[src/rtl/core/tplu_pkg.sv]
// Shared types, codes and constants for the two-level page table unit.
package tplu_pkg;

   // Default geometry: directory and table index widths.
   localparam int DIR_INDEX_BITS_DEFAULT   = 10;
   localparam int TABLE_INDEX_BITS_DEFAULT = 10;

   // Address bit positions of the two indexes.
   localparam int DIR_SHIFT = 22;
   localparam int TBL_SHIFT = 12;

   // Opcodes.
   localparam logic [2:0] OP_TRANSLATE = 3'd0;
   localparam logic [2:0] OP_RESOLVE   = 3'd1;
   localparam logic [2:0] OP_MAP       = 3'd2;
   localparam logic [2:0] OP_UNMAP     = 3'd3;
   localparam logic [2:0] OP_EDIT      = 3'd4;

   // Entry bits and masks.
   localparam int         BIT_PRESENT = 0;
   localparam int         BIT_HUGE    = 7;
   localparam logic [31:0] F_PRESENT   = 32'h0000_0001;
   localparam logic [31:0] F_WRITE     = 32'h0000_0002;
   localparam logic [31:0] F_USER      = 32'h0000_0004;
   localparam logic [31:0] MASK_4K     = 32'hFFFF_F000;
   localparam logic [31:0] MASK_4M     = 32'hFFC0_0000;
   localparam logic [31:0] FAULT_VALUE = 32'hFFFF_FFFF;

   localparam logic [31:0] KERNEL_SPLIT_RESET = 32'h8000_0000;

   typedef enum logic [2:0] {
      ST_CLEAR_DIR,
      ST_IDLE,
      ST_READ,
      ST_EVAL,
      ST_CLEAR_TBL,
      ST_WRITE_TBL,
      ST_RESP
   } state_type;

   // How the entry unit forms its result.
   typedef enum logic [1:0] {
      ALU_RAW,
      ALU_4K,
      ALU_4M
   } alu_mode_type;

endpackage

[src/rtl/core/tplu_entry_alu.sv]
// Shared entry unit: masks an entry to its frame and adds the page offset, or passes it raw.
module tplu_entry_alu (
   input  logic                  [31:0] entry_value,
   input  logic                  [31:0] address,
   input  tplu_pkg::alu_mode_type       mode,
   output logic                  [31:0] result
);

   logic [31:0] base;
   logic [31:0] offset;

   always_comb begin
      case (mode)
         tplu_pkg::ALU_4K: begin
            base   = entry_value & tplu_pkg::MASK_4K;
            offset = address & ~tplu_pkg::MASK_4K;
         end
         tplu_pkg::ALU_4M: begin
            base   = entry_value & tplu_pkg::MASK_4M;
            offset = address & ~tplu_pkg::MASK_4M;
         end
         default: begin
            base   = entry_value;
            offset = 32'd0;
         end
      endcase
   end

   // single adder, shared by both page sizes
   assign result = base + offset;

endmodule

[config.mk]
export PLATFORM = sky130hd
export DESIGN_NAME = tplu_entry_alu
export DESIGN_NICKNAME = d
export VERILOG_FILES = /design/src/rtl/core/tplu_pkg.sv /design/src/rtl/core/tplu_entry_alu.sv
export SDC_FILE = /design/constraint.sdc
export NUM_CORES = 1
export LEC_CHECK = 0
export BUFFER_PORTS_ARGS = -buffer_cell sky130_fd_sc_hd__buf_4
export CORE_ASPECT_RATIO = 0.9
export CORE_MARGIN = 5
export CORE_UTILIZATION = 47
export DETAILED_ROUTE_END_ITERATION = 8
export PLACE_DENSITY = 0.83
export SETUP_SLACK_MARGIN = 0.3
export SLEW_MARGIN = 20
export SYNTH_ARGS = -nofsm -noshare
export SYNTH_HDL_FRONTEND = slang
export SYNTH_SLANG_ARGS = --single-unit
[constraint.sdc]
create_clock -name vclk -period 5.46
set_clock_uncertainty 0.15 [all_clocks]
set_input_delay 1.092 -clock vclk [all_inputs]
set_output_delay 1.092 -clock vclk [all_outputs]
set_load 0.01 [all_outputs]
# [Word level (Yosys, flattened, before mapping)]
# Cells that the tools add are included.
[classes] addsub=1 eq_ne=2 n_mux=2
[ops] op="one-hot mux 22 bit (2 select lines)" count=2
[ops] op="adder 32 x 22 -> 32 bit" count=1
[ops] op="equality test 2 x 1 -> 1 bit (second input constant)" count=1
[ops] op="equality test 2 bit (second input constant)" count=1
[word_totals] regBits=0 input_bits=66 output_inout_bits=32

# [Logic depth before layout (Yosys ltp)]
# Gate-level depths: netlist of the first run.
[depth] ltp_word=3 ltp_mapped=16

# [Worst setup path after synthesis of the first run]
# No wires, ideal clock.
[synth_timing] path_type="input to output" startpoint="input port mode[0]" endpoint="output port result[30]" arrival_time_ps=3737 required_time_ps=4218 setup_slack_ps=481 path_stages=15 n_path_buf=1 cell_sequence="inv_1 -> ha_1 -> nor2_1 -> clkbuf_1 -> and2_1 -> ha_1 -> inv_1 -> fa_1 -> nor2b_1 -> o2111ai_2 -> a21oi_1 -> o31a_1 -> nor3b_2 -> nor3b_1 -> xor2_1"
[synth_between] elab_chain_len=3 elab_cells_between_ends=5
[synth_rtl] element="start, declared" line="tplu_entry_alu.sv:5" source="input tplu_pkg::alu_mode_type mode,"
[synth_rtl] element="equality test 2 bit / equality test 2 x 1 -> 1 bit (equally long branches)" line="tplu_entry_alu.sv:13" source="case (mode)"
[synth_rtl] element="one-hot mux 22 bit (2 select lines)" line="tplu_entry_alu.sv:13"
[synth_rtl] element="adder 32 x 22 -> 32 bit *" line="tplu_entry_alu.sv:30" source="assign result = base + offset;"
[synth_rtl] element="end, declared" line="tplu_entry_alu.sv:6" source="output logic [31:0] result"
# Mark *: on every way between the ends. The rest lies on a longest branch, timed or not.

# [Worst setup path in the final report of the first run]
[layout_timing] startpoint="input port mode[0]" endpoint="output port result[26]"
# The elaborated chain is that of the path after synthesis.

==> impl_metrics.py, run 1 <==
metrics = {
    "global_routing": {
        "grt_overflow_total": 0,
        "grt_pass1_wl_um": 8070,
        "antenna_found_initial": 0,
        "grt_max_degree": 14,
        "grt.total_usage_pct": 19.1,
        "grt_pass1_vias": 1867,
    },
    "layout": {
        "post_layout_nets": 438,
        "drive_above_1_share_pct": 38.6,
        "n_antenna_cell": 0,
        "nClkBuffers": 0,
        "layout.sequential_cells": 0,
        "final-seq-area_sq_um": 0,
        "layout-area-overhead-vs-synth_pct": 54.3,
    },
    "synth": {
        "postSynthAreaPerCell_sq_um": 6.68,
        "synth_largest_type_area_fraction_pct": 17.5,
        "mappedNetlistNets": 348,
        "yosysSeqAreaShare_pct": 0,
        "synthesis.instances": 257,
        "post-synth-top-area-cell": "ha_1",
        "synth_top_cells_by_area": "ha_1 (17%), and2_1 (13%), xnor2_1 (9.2%)",
        "yosys_warnings": 0,
        "post_synth_instance_area_sq_um": 1720,
        "synthMostInstantiatedCell": "and2_1",
        "synthDistinctLibCells": 40,
        "post_synth_most_frequent_cells": "and2_1 (36), a21oi_1 (29), ha_1 (24)",
    },
    "floorplan": {
        "floorplan.initialDensity_pct": 49.7,
        "floorplan.die.height_um": 67.4,
        "coreArea_sq_um": 3450,
        "die_width_um": 73.7,
        "placement_rows": 20,
        "io_pins": 98,
        "die_area_sq_um": 4970,
    },
    "worst_setup_path": {
        "critPathLaunchType": "input port",
        "worstSetupEndpointType": "output pin",
        "crit_type": "input port to output pin",
        "required_time_at_the_worst_slack_endpoint_ps": 4220,
        "worstPathMaxFanout": 13,
        "cp.arrival_ps": 3800,
    },
    "timing": {
        "timing_worst_slew_pin_value_ps": 383,
        "slew_headroom_pct": 74.2,
        "finalWorstPathRequiredPeriod_ps": 5050,
        "grt_setup_unrepaired": "yes",
        "post-route-period-util_pct": 92.4,
        "fmax_mhz": 198,
        "final-max-slew-violation-count": 0,
        "setup_tns_ps": 0,
        "hold_viol_final": 0,
        "finalSetupViolCount": 0,
    },
    "drt": {
        "wl_per_cell_um": 14.6,
        "route.detailed.drc": 0,
        "firstDrtPassIters": 5,
        "drt.antenna.violating_nets": 0,
        "vias": 2190,
        "detail_route.vias_per_cell": 5.63,
        "first_iter_violations": 190,
        "detailed_route_wl_um": 5680,
    },
    "run_status": {
        "result_of_the_run": "finished, final reports clean",
    },
    "job": {
        "max_cap_viol_count": 0,
    },
    "placed_design": {
        "dp_hpwl_um": 4320,
        "gpl.final_weighted_congestion": 0.851,
        "numPortBuffers": 88,
    },
    "min_path": {
        "hold-path-cell-count": 3,
        "hold_path.class": "input port to output pin",
        "hold_path.startpoint": "entry_value[31]",
        "hold-path-endpoint": "result[31]",
    },
    "pwr": {
        "power.static_leakage_nw": 1.23,
        "power_density_nw_per_um2": 99.4,
        "irDropWorstVdd_uv": 58.4,
        "report.power.total_w": 0.000264,
    },
    "cts": {
        "postCtsHoldBufs": 0,
    },
}
-- logic make-up after synthesis --
logic type | after synthesis | share of synthesized area, %
and+or+nand+nor | 117 | 37.7
adders and majority gates | 25 | 18.6
buffers and inverters | 20 | 4.88
xor gates and xnor gates | 28 | 14.3
AOI/OAI and AO/OA | 67 | 24.5
-- routing by layer --
metal | global-route usage [%] | part of all wire (%)
met5 | 0 | 0
met3 | 0.595 | 7.4
met2 | 34.8 | 52
met1 | 26.4 | 40
met4 | 0.226 | 0.14
-- per-stage QoR --
stage	instances	setup WS [ps]	area (sq um)	utilization, %	hold WS [ps]
2_1_floorplan	257	481	1720	-	2110
6_report	389	413	2650	76.8	2310
4_1_cts	385	304	2440	70.7	2310
5_1_grt	389	248	2650	76.8	2330
3_3_place_gp	385	334	2430	70.4	2310
3_5_place_dp	385	296	2430	70.4	2310
-- critical path: stages --
cell,delay (ps)
buf_4,80
inv_1,30
ha_1,340
buf_6,160
nor2_1,50
buf_4,170
nor2b_2,170
ha_4,250
a21oi_1,200
o21a_1,200
inv_1,50
o31a_1,320
nor3b_4,290
nor2_1,100
xor2_1,150
buf_4,150
-- where the power goes --
group	leakage (nW)	internal [W]	total [W]	switching (W)
logic	1.23	0.000137	0.000264	0.000127
clock network	0	0	0	0
registers	0	0	0	0
-- placed cells by master, fill, tap and decap left out, types with 3 or more instances in the layout --
cell type / instances
buf_4: 96
and2_1: 36
a21oi_1: 23
xnor2_1: 18
nand2_1: 17
nor2_1: 12
ha_1: 12
nor2b_1: 11
inv_1: 10
o21a_1: 10
xor2_1: 10
nand3_1: 9
o21ai_0: 9
nand4_1: 8
ha_4: 8
and3_1: 7
a21oi_2: 7
ha_2: 4
nor2_2: 3
o21ai_1: 3
a21o_1: 3
-- final cells by class --
cell class / count / area [sq um]
fillers: 271 / 802
inverters: 10 / 37.5
multi-input cells: 237 / 1820
well taps: 44 / 55.1
repair buffers: 98 / 743
-- how the worst max path moves through the flow --
stage	startpoint	to	slack [ps]	cells past startpoint
after global routing	mode[0]	result[31]	250	16
final	mode[0]	result[26]	410	16
after global placement	mode[0]	result[30]	330	16
after CTS	mode[0]	result[30]	300	16
after floorplan	mode[0]	result[30]	480	15
after detailed placement	mode[0]	result[29]	300	16
-- what timing repair did --
| action | CTS | global route |
|---|---|---|
| gates resized for setup | 2 | 40 |
| endpoints found under the setup margin | 2 | 15 |
| buffers inserted | 0 | 4 |
| pin swaps | 0 | 13 |
Power figures use the tool's default switching activity.
==> run 2: changes to the inputs <==
--- a/config.mk
+++ b/config.mk
@@ -6,6 +6,7 @@
 export NUM_CORES = 1
 export LEC_CHECK = 0
 export BUFFER_PORTS_ARGS = -buffer_cell sky130_fd_sc_hd__buf_4
+export CAP_MARGIN = 25
 export CORE_ASPECT_RATIO = 0.9
 export CORE_MARGIN = 5
 export CORE_UTILIZATION = 47
==> constraint.sdc (replaced) <==
create_clock -name vclk -period 5.46
set_clock_uncertainty 0.15 [all_clocks]
set_input_delay 0.546 -clock vclk [all_inputs]
set_output_delay 0.546 -clock vclk [all_outputs]
set_load 0.05 [all_outputs]
==> impl_metrics.py, run 2 (synthesis gave the netlist of run 1 again) <==
metrics = {
    "layout": {
        "post_layout_nets": 429,
        "layout-area-overhead-vs-synth_pct": 39.4,
        "final-seq-area_sq_um": 0,
        "nClkBuffers": 0,
        "layout.sequential_cells": 0,
        "layout_common_cells": "buf_4 (89), and2_1 (36), a21oi_1 (29)",
        "drive_above_1_share_pct": 28.3,
        "final_common_cell": "buf_4",
        "n_antenna_cell": 0,
    },
    "timing": {
        "post-route-period-util_pct": 81.5,
        "final-max-slew-violation-count": 0,
        "finalWorstPathRequiredPeriod_ps": 4450,
        "finalSetupViolCount": 0,
        "fmax_mhz": 225,
        "timing_worst_slew_pin_value_ps": 611,
        "worst_hold_margin_ps": 1260,
        "slew_headroom_pct": 59.1,
        "postLayoutSetupSlackWorst_ps": 1010,
        "hold_viol_final": 0,
        "setup_tns_ps": 0,
        "grt_setup_unrepaired": "no",
    },
    "pwr": {
        "report.power.total_w": 0.000329,
        "irDropWorstVdd_uv": 60.4,
        "switching_power_w": 0.000209,
        "power.share.sequential_pct": 0,
        "power_density_nw_per_um2": 138,
        "clockPowerShare_pct": 0,
        "combinationalPowerShare_pct": 100.0,
        "internal_dissipation_w": 0.000120,
        "power.static_leakage_nw": 1.19,
        "power_switching_share_pct": 63.5,
    },
    "worst_setup_path": {
        "crit_path_start": "mode[0]",
        "crit_path_cell_trace": "buf_4 > inv_1 > ha_1 > nor2_1 > nor2b_1 > ha_1 > nand4_1 > or3_1 > nand3_1 > o22ai_1 > nor2_1 > nand4_1 > xnor2_1 > buf_4",
        "slowest_delay_ps": 530,
        "worstSetupEndpointType": "output pin",
        "critPathTopFamily": "simple AND/OR/NAND/NOR gates",
        "crit_path_top_delay_cell": "nor2_1",
        "required_time_at_the_worst_slack_endpoint_ps": 4760,
        "cp.buffers_inverters": 3,
        "cp.arrival_ps": 3750,
        "crit_type": "input port to output pin",
        "critPathLaunchType": "input port",
        "worstPathMaxFanout": 14,
    },
    "min_path": {
        "hold_path.class": "input port to output pin",
        "hold_path.startpoint": "entry_value[31]",
    },
    "run_status": {
        "result_of_the_run": "finished, final reports clean",
    },
    "floorplan": {
        "io_pins": 98,
        "die_area_sq_um": 4970,
        "floorplan.die.height_um": 67.4,
        "placement_rows": 20,
        "floorplan.initialDensity_pct": 49.7,
        "die_width_um": 73.7,
        "coreArea_sq_um": 3450,
    },
    "drt": {
        "drt.antenna.violating_nets": 0,
        "detailed_route_wl_um": 4930,
        "vias": 2045,
        "route.detailed.drc": 0,
        "firstDrtPassIters": 4,
        "first_iter_violations": 110,
        "wl_per_cell_um": 13.0,
        "detail_route.vias_per_cell": 5.38,
    },
    "placed_design": {
        "dp_hpwl_um": 4260,
        "numPortBuffers": 88,
        "dpl_worst_slack_ps": 993,
        "gpl.final_weighted_congestion": 0.888,
    },
    "global_routing": {
        "grt_max_degree": 15,
        "grt_pass1_wl_um": 7760,
        "grt_overflow_total": 0,
        "grt.total_usage_pct": 18.6,
        "antenna_found_initial": 0,
        "grt_pass1_vias": 1812,
    },
    "cts": {
        "postCtsHoldBufs": 0,
        "post_cts_resized": 0,
        "cts_setup_buffers": 0,
    },
    "job": {
        "max_cap_viol_count": 0,
    },
}
## run 2: cell types whose count changed in the layout (fill, tap and decap cells not counted), sizes merged
cell,before,now
buf,98,89
## run 2: power groups by stage
stage,Combinational (W),Sequential (W),Clock [W]
after global placement,0.000327,0,0
after detailed placement,0.000330,0,0
after CTS,0.000331,0,0
final,0.000329,0,0
after global routing,0.000352,0,0
after floorplan,0.000228,0,0
## run 2: per-stage QoR
stage,util [%],instance area [sq um],std cells
5_1_grt,69.3,2390,380
3_5_place_dp,69.3,2390,380
4_1_cts,69.3,2390,380
2_1_floorplan,-,1720,257
6_report,69.3,2390,380
3_3_place_gp,69.3,2390,380
## run 2: area by class of cell
cell class	instances	area [sq um]
Fill cell	334	1060
Inverter	10	37.5
Multi-Input combinational cell	237	1630
Tap cell	44	55.1
Timing Repair Buffer	89	668
## run 2: worst paths after layout
path,cells past startpoint,to
worst min-delay path,3,result[31]
worst max-delay path,14,result[29]
## run 2: layer usage
metal,up-vias,global-route usage (%),share of wire [%]
met5,-,0,0
met2,63,33.7,48
met3,2,0.446,5.7
met4,0,0.679,0.28
li1,1061,-,-
met1,919,25.7,46
==> run 3: changes to the inputs <==
--- a/config.mk
+++ b/config.mk
@@ -9,9 +9,9 @@
 export CAP_MARGIN = 25
 export CORE_ASPECT_RATIO = 0.9
 export CORE_MARGIN = 5
-export CORE_UTILIZATION = 47
+export CORE_UTILIZATION = 43
 export DETAILED_ROUTE_END_ITERATION = 8
-export PLACE_DENSITY = 0.83
+export PLACE_DENSITY = 0.8
 export SETUP_SLACK_MARGIN = 0.3
 export SLEW_MARGIN = 20
 export SYNTH_ARGS = -nofsm -noshare
==> constraint.sdc (replaced) <==
create_clock -name vclk -period 3.6
set_clock_uncertainty 0.15 [all_clocks]
set_input_delay 0.36 -clock vclk [all_inputs]
set_output_delay 0.36 -clock vclk [all_outputs]
set_load 0.05 [all_outputs]
==> impl_metrics.py, run 3 <==
metrics = {
    "synth": {
        "synthDistinctLibCells": 40,
        "post_synth_instance_area_sq_um": 1720,
        "synthesis.instances": 257,
        "synth_top_cells_by_area": "ha_1 (17%), and2_1 (13%), xnor2_1 (9.2%)",
        "post_synth_most_frequent_cells": "and2_1 (36), a21oi_1 (29), ha_1 (24)",
        "postSynthAreaPerCell_sq_um": 6.68,
        "yosysSeqAreaShare_pct": 0,
        "synth_largest_type_area_fraction_pct": 17.5,
        "mappedNetlistNets": 348,
        "post-synth-top-area-cell": "ha_1",
        "synthMostInstantiatedCell": "and2_1",
        "yosys_warnings": 0,
    },
    "placed_design": {
        "gpl.final_weighted_congestion": 0.899,
        "numPortBuffers": 88,
        "dp_hpwl_um": 5370,
        "dpl_worst_slack_ps": -141,
    },
    "floorplan": {
        "io_pins": 98,
        "placement_rows": 21,
        "floorplan.initialDensity_pct": 45.4,
        "floorplan.die.height_um": 70.0,
        "die_width_um": 76.6,
    },
    "run_status": {
        "run.stop_error": "[ERROR DPL-0038] Utilization greater than 100%, impossible to legalize",
        "failed_stage": "global routing (5_1_grt)",
        "result_of_the_run": "stopped before the end",
    },
    "timing": {
        "worst-ep-kind": "top-level output",
        "worstEndpointGrtRepair": "result[13]",
    },
    "cts": {
        "postCtsHoldBufs": 0,
    },
    "global_routing": {
        "grt_max_degree": 11,
    },
}
## run 3: logic make-up after synthesis
group | after synthesis | share of synthesized area (%)
and+or+nand+nor | 117 | 37.7
AOI/OAI and AO/OA | 67 | 24.5
adders and majority gates | 25 | 18.6
xor gates and xnor gates | 28 | 14.3
buffers and inverters | 20 | 4.88
## run 3: per-stage QoR
| step | utilization (%) | setup TNS (ps) | area, sq um | instances |
|---|---|---|---|---|
| after floorplan | - | 0 | 2130 | 257 |
| after global placement | 81.1 | -213 | 3070 | 418 |
| after detailed placement | 81.1 | -716 | 3070 | 418 |
| after CTS | 94.6 | 0 | 3580 | 439 |
## run 3: timing repair
action                     CTS
setup buffers               19
setup endpoints to repair   22
gates resized for setup     81
gates cloned                 2
pin swaps                   51
==> run 4: changes to the inputs <==
--- a/config.mk
+++ b/config.mk
@@ -7,12 +7,10 @@
 export LEC_CHECK = 0
 export BUFFER_PORTS_ARGS = -buffer_cell sky130_fd_sc_hd__buf_4
 export CAP_MARGIN = 25
-export CORE_ASPECT_RATIO = 0.9
 export CORE_MARGIN = 5
-export CORE_UTILIZATION = 43
+export CORE_UTILIZATION = 35
 export DETAILED_ROUTE_END_ITERATION = 8
-export PLACE_DENSITY = 0.8
-export SETUP_SLACK_MARGIN = 0.3
+export PLACE_DENSITY_LB_ADDON = 0.15
 export SLEW_MARGIN = 20
 export SYNTH_ARGS = -nofsm -noshare
 export SYNTH_HDL_FRONTEND = slang
==> constraint.sdc (replaced) <==
create_clock -name vclk -period 4.68
set_clock_uncertainty 0.15 [all_clocks]
set_input_delay 0.468 -clock vclk [all_inputs]
set_output_delay 0.468 -clock vclk [all_outputs]
set_load 0.05 [all_outputs]
==> impl_metrics.py, run 4 (synthesis gave the netlist of run 1 again) <==
metrics = {
    "run_status": {
        "result_of_the_run": "finished, final reports clean",
    },
    "global_routing": {
        "grt_max_degree": 15,
        "grt_overflow_total": 0,
        "antenna_found_initial": 0,
        "grt_pass1_vias": 1922,
        "grt.total_usage_pct": 14.7,
        "grt_pass1_wl_um": 8170,
    },
    "drt": {
        "first_iter_violations": 53,
        "route.detailed.drc": 0,
        "drt.antenna.violating_nets": 0,
        "vias": 2006,
        "firstDrtPassIters": 4,
        "wl_per_cell_um": 12.1,
        "detail_route.vias_per_cell": 4.97,
        "detailed_route_wl_um": 4900,
    },
    "layout": {
        "drive_above_1_share_pct": 28.5,
        "n_antenna_cell": 0,
        "layout.sequential_cells": 0,
        "final-seq-area_sq_um": 0,
        "post_layout_nets": 430,
        "nClkBuffers": 0,
        "fill_cells": 521,
        "final_common_cell": "buf_4",
        "layout-area-overhead-vs-synth_pct": 41.5,
        "layout_common_cells": "buf_4 (90), and2_1 (36), a21oi_1 (29)",
        "finalInstanceArea_sq_um": 2430,
    },
    "worst_setup_path": {
        "worstSetupEndpointType": "output pin",
        "worstPathMaxFanout": 14,
        "critPathLaunchType": "input port",
        "endpoint": "result[17]",
        "cp.arrival_ps": 3600,
        "crit_type": "input port to output pin",
        "required_time_at_the_worst_slack_endpoint_ps": 4060,
        "crit_path_start": "mode[0]",
    },
    "timing": {
        "hold_viol_final": 0,
        "post-route-period-util_pct": 90.2,
        "worst_hold_margin_ps": 1110,
        "timing_worst_slew_pin_value_ps": 364,
        "slew_headroom_pct": 75.4,
        "setup_tns_ps": 0,
        "finalWorstPathRequiredPeriod_ps": 4220,
        "fmax_mhz": 237,
        "grt_setup_unrepaired": "no",
        "finalSetupViolCount": 0,
        "postLayoutSetupSlackWorst_ps": 458,
        "final-max-slew-violation-count": 0,
    },
    "cts": {
        "postCtsHoldBufs": 0,
        "post_cts_resized": 0,
        "cts_setup_buffers": 0,
    },
    "pwr": {
        "power.static_leakage_nw": 1.19,
        "report.power.total_w": 0.000385,
        "irDropWorstVdd_uv": 64.1,
        "power_density_nw_per_um2": 158,
    },
    "floorplan": {
        "die_area_sq_um": 6410,
        "die_width_um": 80.1,
        "floorplan.initialDensity_pct": 36.1,
        "floorplan.die.height_um": 80.1,
        "placement_rows": 25,
        "coreArea_sq_um": 4750,
        "io_pins": 98,
    },
    "job": {
        "max_cap_viol_count": 0,
    },
    "placed_design": {
        "dp_hpwl_um": 4290,
        "placement.cell_area_sq_um": 2430,
        "gpl.final_weighted_congestion": 0.820,
        "dpl_worst_slack_ps": 462,
        "numPortBuffers": 88,
    },
    "min_path": {
        "hold_path.class": "input port to output pin",
    },
}
[run 4: worst min-delay path by stage]
stage | endpoint | start | cells past startpoint | slack, ps
after floorplan | result[26] | entry_value[26] | 1 | 1060
after CTS | result[27] | entry_value[27] | 3 | 1110
final | result[27] | entry_value[27] | 3 | 1110
after detailed placement | result[27] | entry_value[27] | 3 | 1110
after global routing | result[31] | entry_value[31] | 3 | 1120
after global placement | result[31] | entry_value[31] | 3 | 1110
[run 4: per-layer routing]
| layer | part of all wire, % | vias to the layer above | GRT usage, % |
|---|---|---|---|
| met5 | 0 | - | 0 |
| li1 | - | 1068 | - |
| met4 | 0.55 | 0 | 1.01 |
| met3 | 6.2 | 2 | 1.68 |
| met1 | 48 | 882 | 20.2 |
| met2 | 45 | 54 | 25.6 |
[run 4: worst max-delay path, cell delays in order]
cell,delay [ps]
buf_4,80
inv_1,30
ha_1,490
nor2_1,130
buf_4,180
and2_1,160
ha_1,370
a21o_1,230
a31o_2,240
o211ai_1,280
a211o_1,250
nand2b_1,110
a21oi_1,210
xnor2_1,140
buf_4,220
[run 4: final cells by class]
type                            instances  area, sq um  share of cell area (%)
Timing Repair Buffer                   90          676                    27.8
Tap cell                               67         83.8                    3.45
Multi-Input combinational cell        237         1630                    67.2
Inverter                               10         37.5                    1.54
[run 4: through the flow]
| step | util (%) | instances |
|---|---|---|
| 2_1_floorplan | - | 257 |
| 3_3_place_gp | 51.1 | 404 |
| 3_5_place_dp | 51.1 | 404 |
| 4_1_cts | 51.1 | 404 |
| 5_1_grt | 51.1 | 404 |
| 6_report | 51.1 | 404 |
[run 4: report_power, final]
group          total (W)  internal, W  switching (W)
sequential             0            0              0
combinational   0.000385     0.000142       0.000244
clock                  0            0              0
